<file path="config.mk">
export PLATFORM = sky130hd
export DESIGN_NAME = sync_length_frame_receiver_crc_top
export DESIGN_NICKNAME = d
export VERILOG_FILES = /design/src/sv/slfr_pkg.sv /design/src/sv/slfr_frame_core.sv /design/src/sv/sync_length_frame_receiver_crc_top.sv
export SDC_FILE = /design/constraint.sdc
export NUM_CORES = 1
export LEC_CHECK = 0
export ABC_AREA = 1
export BUFFER_PORTS_ARGS = -buffer_cell sky130_fd_sc_hd__buf_4
export CAP_MARGIN = 20
export CORE_ASPECT_RATIO = 1.4
export CORE_MARGIN = 1.5
export CORE_UTILIZATION = 39
export CTS_CLUSTER_SIZE = 28
export DETAILED_ROUTE_END_ITERATION = 10
export GPL_ROUTABILITY_DRIVEN = 0
export PLACE_DENSITY = 0.69
export SKIP_CTS_REPAIR_TIMING = 1
export SLEW_MARGIN = 40
export SYNTH_ARGS = -nofsm -noshare
export SYNTH_HDL_FRONTEND = slang
export SYNTH_HIERARCHICAL = 1
export SYNTH_SLANG_ARGS = --single-unit
</file>
<file path="constraint.sdc">
create_clock -name aclk -period 11.6 [get_ports aclk]
set_input_delay 1.16 -clock aclk [delete_from_list [all_inputs] [get_ports aclk]]
set_output_delay 1.16 -clock aclk [all_outputs]
set_load 0.01 [all_outputs]
</file>
<file path="src/sv/slfr_pkg.sv">
// Package for the length-prefixed frame receiver: status codes, register map,
// frame constants, result struct and the byte-wide reflected CRC-16 update.
// No dependencies.
package slfr_pkg;

    // Result status codes
    typedef enum logic [2:0] {
        STATUS_BUSY      = 3'd0,
        STATUS_PAYLOAD   = 3'd1,
        STATUS_GOOD      = 3'd2,
        STATUS_CRC_BAD   = 3'd3,
        STATUS_SYNC_DROP = 3'd4,
        STATUS_TIMEOUT   = 3'd5
    } status_t;

    // Register map: word index taken from paddr[3:2]
    typedef enum logic [1:0] {
        REG_CRC_POLY = 2'd0,
        REG_CRC_INIT = 2'd1,
        REG_TIMEOUT  = 2'd2
    } reg_idx_t;

    localparam int          PADDR_W        = 4;
    localparam logic [15:0] CRC_POLY_RESET = 16'hA001;
    localparam logic [15:0] CRC_INIT_RESET = 16'h0000;
    localparam logic [15:0] TIMEOUT_RESET  = 16'd100;

    localparam logic [7:0]  SYNC_BYTE      = 8'h80;
    localparam logic [8:0]  HDR_SIZE       = 9'd14;
    localparam logic [8:0]  POS_DST_FIRST  = 9'd1;
    localparam logic [8:0]  POS_DST_LAST   = 9'd3;
    localparam logic [8:0]  POS_SYNC2      = 9'd5;
    localparam logic [8:0]  POS_SRC_FIRST  = 9'd6;
    localparam logic [8:0]  POS_SRC_LAST   = 9'd8;
    localparam logic [8:0]  POS_LEN        = 9'd10;
    localparam logic [8:0]  POS_CMD        = 9'd13;
    localparam logic [15:0] IDLE_MAX       = 16'hFFFF;

    typedef struct packed {
        status_t     status;
        logic [7:0]  payload_byte;
        logic [7:0]  payload_index;
        logic [23:0] dest_address;
        logic [23:0] src_address;
        logic [7:0]  payload_length;
        logic [7:0]  command_code;
    } result_t;

    typedef struct packed {
        logic [15:0] crc_poly;
        logic [15:0] crc_init;
        logic [15:0] timeout;
    } cfg_t;

    // One byte through a reflected CRC-16, LSB first
    function automatic logic [15:0] crc16_byte(input logic [15:0] crc,
                                               input logic [7:0]  data,
                                               input logic [15:0] poly);
        logic [15:0] c;
        c = crc ^ {8'h00, data};
        for (int i = 0; i < 8; i++) begin
            c = c[0] ? ((c >> 1) ^ poly) : (c >> 1);
        end
        return c;
    endfunction

endpackage

</file>
<file path="src/sv/slfr_frame_core.sv">
// Frame tracking state and per-item decode for the frame receiver.
// Depends on slfr_pkg.
module slfr_frame_core (
    input  logic                 aclk,
    input  logic                 aresetn,
    input  logic                 step_en,
    input  logic                 operation,
    input  logic [7:0]           rx_byte,
    input  slfr_pkg::cfg_t       cfg,
    output slfr_pkg::result_t    result
);

    logic [8:0]  pos_reg,  pos_next;
    logic [7:0]  len_reg,  len_next;
    logic [15:0] crc_reg,  crc_next;
    logic [7:0]  crcl_reg, crcl_next;
    logic [23:0] dst_reg,  dst_next;
    logic [23:0] src_reg,  src_next;
    logic [7:0]  cmd_reg,  cmd_next;
    logic [15:0] idle_reg, idle_next;

    logic [15:0] crc_work;
    logic [8:0]  crc_end;
    logic [8:0]  pay_off;

    always_comb begin
        pos_next  = pos_reg;
        len_next  = len_reg;
        crc_next  = crc_reg;
        crcl_next = crcl_reg;
        dst_next  = dst_reg;
        src_next  = src_reg;
        cmd_next  = cmd_reg;
        idle_next = idle_reg;
        result    = '0;
        result.status = slfr_pkg::STATUS_BUSY;
        crc_work  = (pos_reg == '0) ? cfg.crc_init : crc_reg;
        crc_end   = slfr_pkg::HDR_SIZE + {1'b0, len_reg};
        pay_off   = pos_reg - slfr_pkg::HDR_SIZE;

        if (operation) begin
            // idle tick
            if (idle_reg != slfr_pkg::IDLE_MAX) begin
                idle_next = idle_reg + 16'd1;
            end
            if (pos_reg != '0 && idle_next > cfg.timeout) begin
                pos_next      = '0;
                result.status = slfr_pkg::STATUS_TIMEOUT;
            end
        end else begin
            idle_next = '0;
            if ((pos_reg == '0 || pos_reg == slfr_pkg::POS_SYNC2) &&
                rx_byte != slfr_pkg::SYNC_BYTE) begin
                pos_next      = '0;
                result.status = slfr_pkg::STATUS_SYNC_DROP;
            end else begin
                if (pos_reg >= slfr_pkg::POS_DST_FIRST && pos_reg <= slfr_pkg::POS_DST_LAST) begin
                    dst_next = {dst_reg[15:0], rx_byte};
                end else if (pos_reg >= slfr_pkg::POS_SRC_FIRST &&
                             pos_reg <= slfr_pkg::POS_SRC_LAST) begin
                    src_next = {src_reg[15:0], rx_byte};
                end else if (pos_reg == slfr_pkg::POS_LEN) begin
                    len_next = rx_byte;
                end else if (pos_reg == slfr_pkg::POS_CMD) begin
                    cmd_next = rx_byte;
                end

                if (pos_reg < slfr_pkg::HDR_SIZE || pos_reg < crc_end) begin
                    crc_next = slfr_pkg::crc16_byte(crc_work, rx_byte, cfg.crc_poly);
                end else begin
                    crc_next = crc_work;
                end

                if (pos_reg >= slfr_pkg::HDR_SIZE && pos_reg < crc_end) begin
                    result.status        = slfr_pkg::STATUS_PAYLOAD;
                    result.payload_byte  = rx_byte;
                    result.payload_index = pay_off[7:0];
                    pos_next             = pos_reg + 9'd1;
                end else if (pos_reg >= slfr_pkg::HDR_SIZE && pos_reg == crc_end) begin
                    crcl_next = rx_byte;
                    pos_next  = pos_reg + 9'd1;
                end else if (pos_reg >= slfr_pkg::HDR_SIZE && pos_reg == crc_end + 9'd1) begin
                    // trailing CRC, low byte first
                    result.status = ({rx_byte, crcl_reg} == crc_reg) ?
                                    slfr_pkg::STATUS_GOOD : slfr_pkg::STATUS_CRC_BAD;
                    result.dest_address   = dst_reg;
                    result.src_address    = src_reg;
                    result.payload_length = len_reg;
                    result.command_code   = cmd_reg;
                    pos_next              = '0;
                end else begin
                    pos_next = pos_reg + 9'd1;
                end
            end
        end
    end

    always_ff @(posedge aclk) begin
        if (!aresetn) begin
            pos_reg  <= '0;
            len_reg  <= '0;
            crc_reg  <= '0;
            crcl_reg <= '0;
            dst_reg  <= '0;
            src_reg  <= '0;
            cmd_reg  <= '0;
            idle_reg <= '0;
        end else if (step_en) begin
            pos_reg  <= pos_next;
            len_reg  <= len_next;
            crc_reg  <= crc_next;
            crcl_reg <= crcl_next;
            dst_reg  <= dst_next;
            src_reg  <= src_next;
            cmd_reg  <= cmd_next;
            idle_reg <= idle_next;
        end
    end

endmodule

</file>
<file path="src/sv/sync_length_frame_receiver_crc_top.sv">
// Length-prefixed frame receiver with reflected CRC-16 check: top level.
// Path: the input handshake loads the input reg, and the core result then moves into the
// result reg once it has room (empty, or being emptied).
// Throughput: one item per cycle; the CRC byte update is unrolled in the core.
// A stalled result holds the result reg; the input reg takes one more item, then
// s_ready drops until m_ready returns. Reset: synchronous active-low aresetn clears
// pipeline valids, frame state and loads the register defaults (poly 0xA001,
// initial 0, timeout 100). Depends on slfr_pkg and slfr_frame_core.
module sync_length_frame_receiver_crc_top (
    input  logic        aclk,
    input  logic        aresetn,
    // input items
    input  logic        s_valid,
    output logic        s_ready,
    input  logic        s_operation,
    input  logic [7:0]  s_rx_byte,
    // result items
    output logic        m_valid,
    input  logic        m_ready,
    output logic [2:0]  m_status,
    output logic [7:0]  m_payload_byte,
    output logic [7:0]  m_payload_index,
    output logic [23:0] m_dest_address,
    output logic [23:0] m_src_address,
    output logic [7:0]  m_payload_length,
    output logic [7:0]  m_command_code,
    // register port
    input  logic                          psel,
    input  logic                          penable,
    input  logic                          pwrite,
    input  logic [slfr_pkg::PADDR_W-1:0]  paddr,
    input  logic [31:0]                   pwdata,
    output logic [31:0]                   prdata,
    output logic                          pready
);

    // ---------------------------------------------------------------
    // Registers
    // ---------------------------------------------------------------
    slfr_pkg::cfg_t cfg_reg;
    logic           cfg_wr;

    assign pready = 1'b1;
    assign cfg_wr = psel && penable && pwrite && pready;

    always_ff @(posedge aclk) begin
        if (!aresetn) begin
            cfg_reg.crc_poly <= slfr_pkg::CRC_POLY_RESET;
            cfg_reg.crc_init <= slfr_pkg::CRC_INIT_RESET;
            cfg_reg.timeout  <= slfr_pkg::TIMEOUT_RESET;
        end else if (cfg_wr) begin
            unique case (paddr[3:2])
                slfr_pkg::REG_CRC_POLY: cfg_reg.crc_poly <= pwdata[15:0];
                slfr_pkg::REG_CRC_INIT: cfg_reg.crc_init <= pwdata[15:0];
                slfr_pkg::REG_TIMEOUT:  cfg_reg.timeout  <= pwdata[15:0];
                default: ;
            endcase
        end
    end

    always_comb begin
        unique case (paddr[3:2])
            slfr_pkg::REG_CRC_POLY: prdata = {16'h0000, cfg_reg.crc_poly};
            slfr_pkg::REG_CRC_INIT: prdata = {16'h0000, cfg_reg.crc_init};
            slfr_pkg::REG_TIMEOUT:  prdata = {16'h0000, cfg_reg.timeout};
            default:                prdata = '0;
        endcase
    end

    // ---------------------------------------------------------------
    // Input register: holds one item; released when the result
    // register has room (empty, or being emptied this cycle).
    // ---------------------------------------------------------------
    logic       in_valid_reg;
    logic       op_reg;
    logic [7:0] byte_reg;
    logic       advance;
    logic       s_take;

    assign advance = in_valid_reg && (!m_valid || m_ready);
    assign s_ready = !in_valid_reg || advance;
    assign s_take  = s_valid && s_ready;

    always_ff @(posedge aclk) begin
        if (!aresetn) begin
            in_valid_reg <= 1'b0;
        end else if (s_ready) begin
            in_valid_reg <= s_valid;
        end
    end

    always_ff @(posedge aclk) begin
        if (s_take) begin
            op_reg   <= s_operation;
            byte_reg <= s_rx_byte;
        end
    end

    // ---------------------------------------------------------------
    // Frame core: state moves on when the held item goes forward
    // ---------------------------------------------------------------
    slfr_pkg::result_t core_res;

    slfr_frame_core u_core (
        .aclk      (aclk),
        .aresetn   (aresetn),
        .step_en   (advance),
        .operation (op_reg),
        .rx_byte   (byte_reg),
        .cfg       (cfg_reg),
        .result    (core_res)
    );

    // ---------------------------------------------------------------
    // Result register
    // ---------------------------------------------------------------
    logic              out_valid_reg;
    slfr_pkg::result_t res_reg;

    always_ff @(posedge aclk) begin
        if (!aresetn) begin
            out_valid_reg <= 1'b0;
        end else if (!out_valid_reg || m_ready) begin
            out_valid_reg <= in_valid_reg;
        end
    end

    always_ff @(posedge aclk) begin
        if (advance) begin
            res_reg <= core_res;
        end
    end

    assign m_valid          = out_valid_reg;
    assign m_status         = res_reg.status;
    assign m_payload_byte   = res_reg.payload_byte;
    assign m_payload_index  = res_reg.payload_index;
    assign m_dest_address   = res_reg.dest_address;
    assign m_src_address    = res_reg.src_address;
    assign m_payload_length = res_reg.payload_length;
    assign m_command_code   = res_reg.command_code;

endmodule

</file>
==> metrics.cfg <==
[status]
status=completed

[pwr]
power.density_nw_per_um2=138
power.total_mw=2.36
p_leak_nw=7.20
ir_drop_uv=90.3

[yosys]
synth_edf_count=92
syn_inst=2074
yosysUniqueCellTypes=54
async_reset_ff_frac=0
synth_area_sq_um=15000
ys_seq_elements=255
syn_avg_cell_area_sq_um=7.22
yosysSeqAreaShare=0.403
ys.flop_type=dfxtp_1
yosys_warnings=6

[placement]
dp_hpwl_um=28800
port_buffers=134
dpl_cell_area_sq_um=16100
dpl_worst_slack_ps=5340

[timing]
setup_viol=0
fin_crit_ps=6390
setup_tns_ps=0
final.setup.worst_slack_ps=5210
tightest_slew_ps=824
slew_viol_final=0
fmax_mhz=156
finalHoldViolations=0
period_share=0.551
relSlewSlack=0.450
finClkSkew_ps=21.7
rsz0062_at_grt=false

[layout]
finish.utilization=0.453
design_area_sq_um=17100
fillCellCount=3786
register_area_sq_um=6030
final_nets=2239
multi_input_area_sq_um=7440
largest_reg_flops=48
antennaDiodeCount=0
layout-drive-gt1-share=0.124
synthToLayoutAreaGrowth_pct=14.2

[drt]
drc=0
via_count=13600
wl_met1_um=16800
routed.top_layer=met4
wl_met3_um=2180
vias_per_cell=5.14
wl_per_cell_um=15.2
wl_met2_um=19200
routed_wl_um=40200
antenna_left=0
drt-initial-drc-count=1215
drtPass1Iterations=6

[flow_run]
cap_violations=0

[worst_setup_path]
worstSetupPathType=flop to flop
critPathMaxStageDelay_ps=460
cp_max_fo=29
arrival_ps=6780
cp.required_ps=11990
start_kind=flop
crit_path_end_kind=flop
cp_slowest_cell=nand2_2
regToRegSetupSlack_ps=5210

[floorplanning]
die_w_um=169
die_h_um=235
coreArea_sq_um=37700
rows=84
dieArea_sq_um=39600
ios=170
start_util=0.397

[global_route]
grt.total_usage=0.201
antenna_found_initial=0
grt_pass1_vias=12500
grt_max_degree=65
grt_pass1_wl_um=64200
gr-total-overflow=0

[clock_network]
clk_latency_ps=550
clkTransAtPathRegs_ps=60
cts_buffers=26
cts_tree=yes
clock-sinks=255
cts_max_path_buffers=3
cts-htree-levels=1
root_buffer=clkbuf_16

[worst_hold_path]
hp-class=flop to flop

-- worst max-delay path, delay by kind of cell, from the launching register on --
kind / cells / cell delay [ps]
AOI/OAI and AO/OA: 1 / 70
adders and majority gates: 1 / 210
buffers and inverters: 2 / 340
and+or+nand+nor: 25 / 5240
DFF: 1 / 370
-- through the flow --
stage                     hold WS, ps  std cells
final                             455       2643
after global routing              478       2643
after CTS                         457       2643
after detailed placement          447       2595
after global placement            442       2594
after floorplan                   430       2089
-- final timing paths --
path / to / cells past startpoint / start
max: u_core/crc_reg[1] / 29 / u_core/pos_reg[0]
min: u_core/cmd_reg[2] / 2 / u_core/cmd_reg[2]
max reg2reg: u_core/crc_reg[1] / 29 / u_core/pos_reg[0]
min reg2reg: u_core/cmd_reg[2] / 2 / u_core/cmd_reg[2]
-- synth_stat cells (all sizes together) (2+ instances only) --
cell | number | share of area
edfxtp | 92 | 0.18
buf | 60 | 0.027
xor2 | 58 | 0.034
or2 | 4 | 0.0017
o2111ai | 3 | 0.0018
a311oi | 2 | 0.0012
dfxtp | 163 | 0.22
inv | 254 | 0.064
a211oi | 35 | 0.018
xnor2 | 46 | 0.027
nand4 | 18 | 0.0075
nor2 | 293 | 0.080
a21oi | 100 | 0.035
nand2 | 515 | 0.13
conb | 2 | 0.00050
nand3 | 207 | 0.071
nand3b | 2 | 0.0010
a31oi | 3 | 0.0013
o221ai | 2 | 0.0012
clkinv | 5 | 0.0013
o21a | 2 | 0.0010
o21ai | 86 | 0.029
o211ai | 2 | 0.0010
ha | 37 | 0.031
nor3 | 12 | 0.0040
nor4 | 7 | 0.0029
clkbuf | 51 | 0.013
o21bai | 2 | 0.0010
-- placed cells by master (no fill, tap or decap), drive strengths merged, types with 35 or more instances in the layout --
master and n:
a211oi 35, a21oi 100, buf 144, dfxtp 163, edfxtp 92, ha 37, inv 256, nand2 515
nand3 207, nor2 293, o21ai 86, xnor2 46, xor2 58
-- kinds of logic after synthesis --
group,count (synthesis),share of synthesized area
simple gates,1062,0.305
buf+inv,370,0.105
flops,255,0.403
compound gates,244,0.0945
xor+xnor,104,0.0609
fa+ha+maj,37,0.0309
other cells,2,0.000502
-- power by group --
part / total, mW / switching [mW] / internal (mW)
sequential: 0.964 / 0.0189 / 0.945
combinational: 0.465 / 0.322 / 0.142
clock: 0.934 / 0.361 / 0.573
-- final cells by class --
class | count | share of cell area
clock inverters | 17 | 0.0147
clock buffers | 31 | 0.0416
inverters | 259 | 0.0573
well taps | 473 | 0.0346
multi-input cells | 1464 | 0.435
flip-flops and latches | 255 | 0.353
repair buffers | 144 | 0.0637
-- per-layer routing --
| layer | GRT usage | vias up |
|---|---|---|
| met2 | 0.343 | 499 |
| met5 | 0 | - |
| met4 | 0.106 | 0 |
| met1 | 0.247 | 6205 |
| met3 | 0.0224 | 114 |
| li1 | - | 6778 |
No activity file was read; power rests on OpenSTA's default activity.
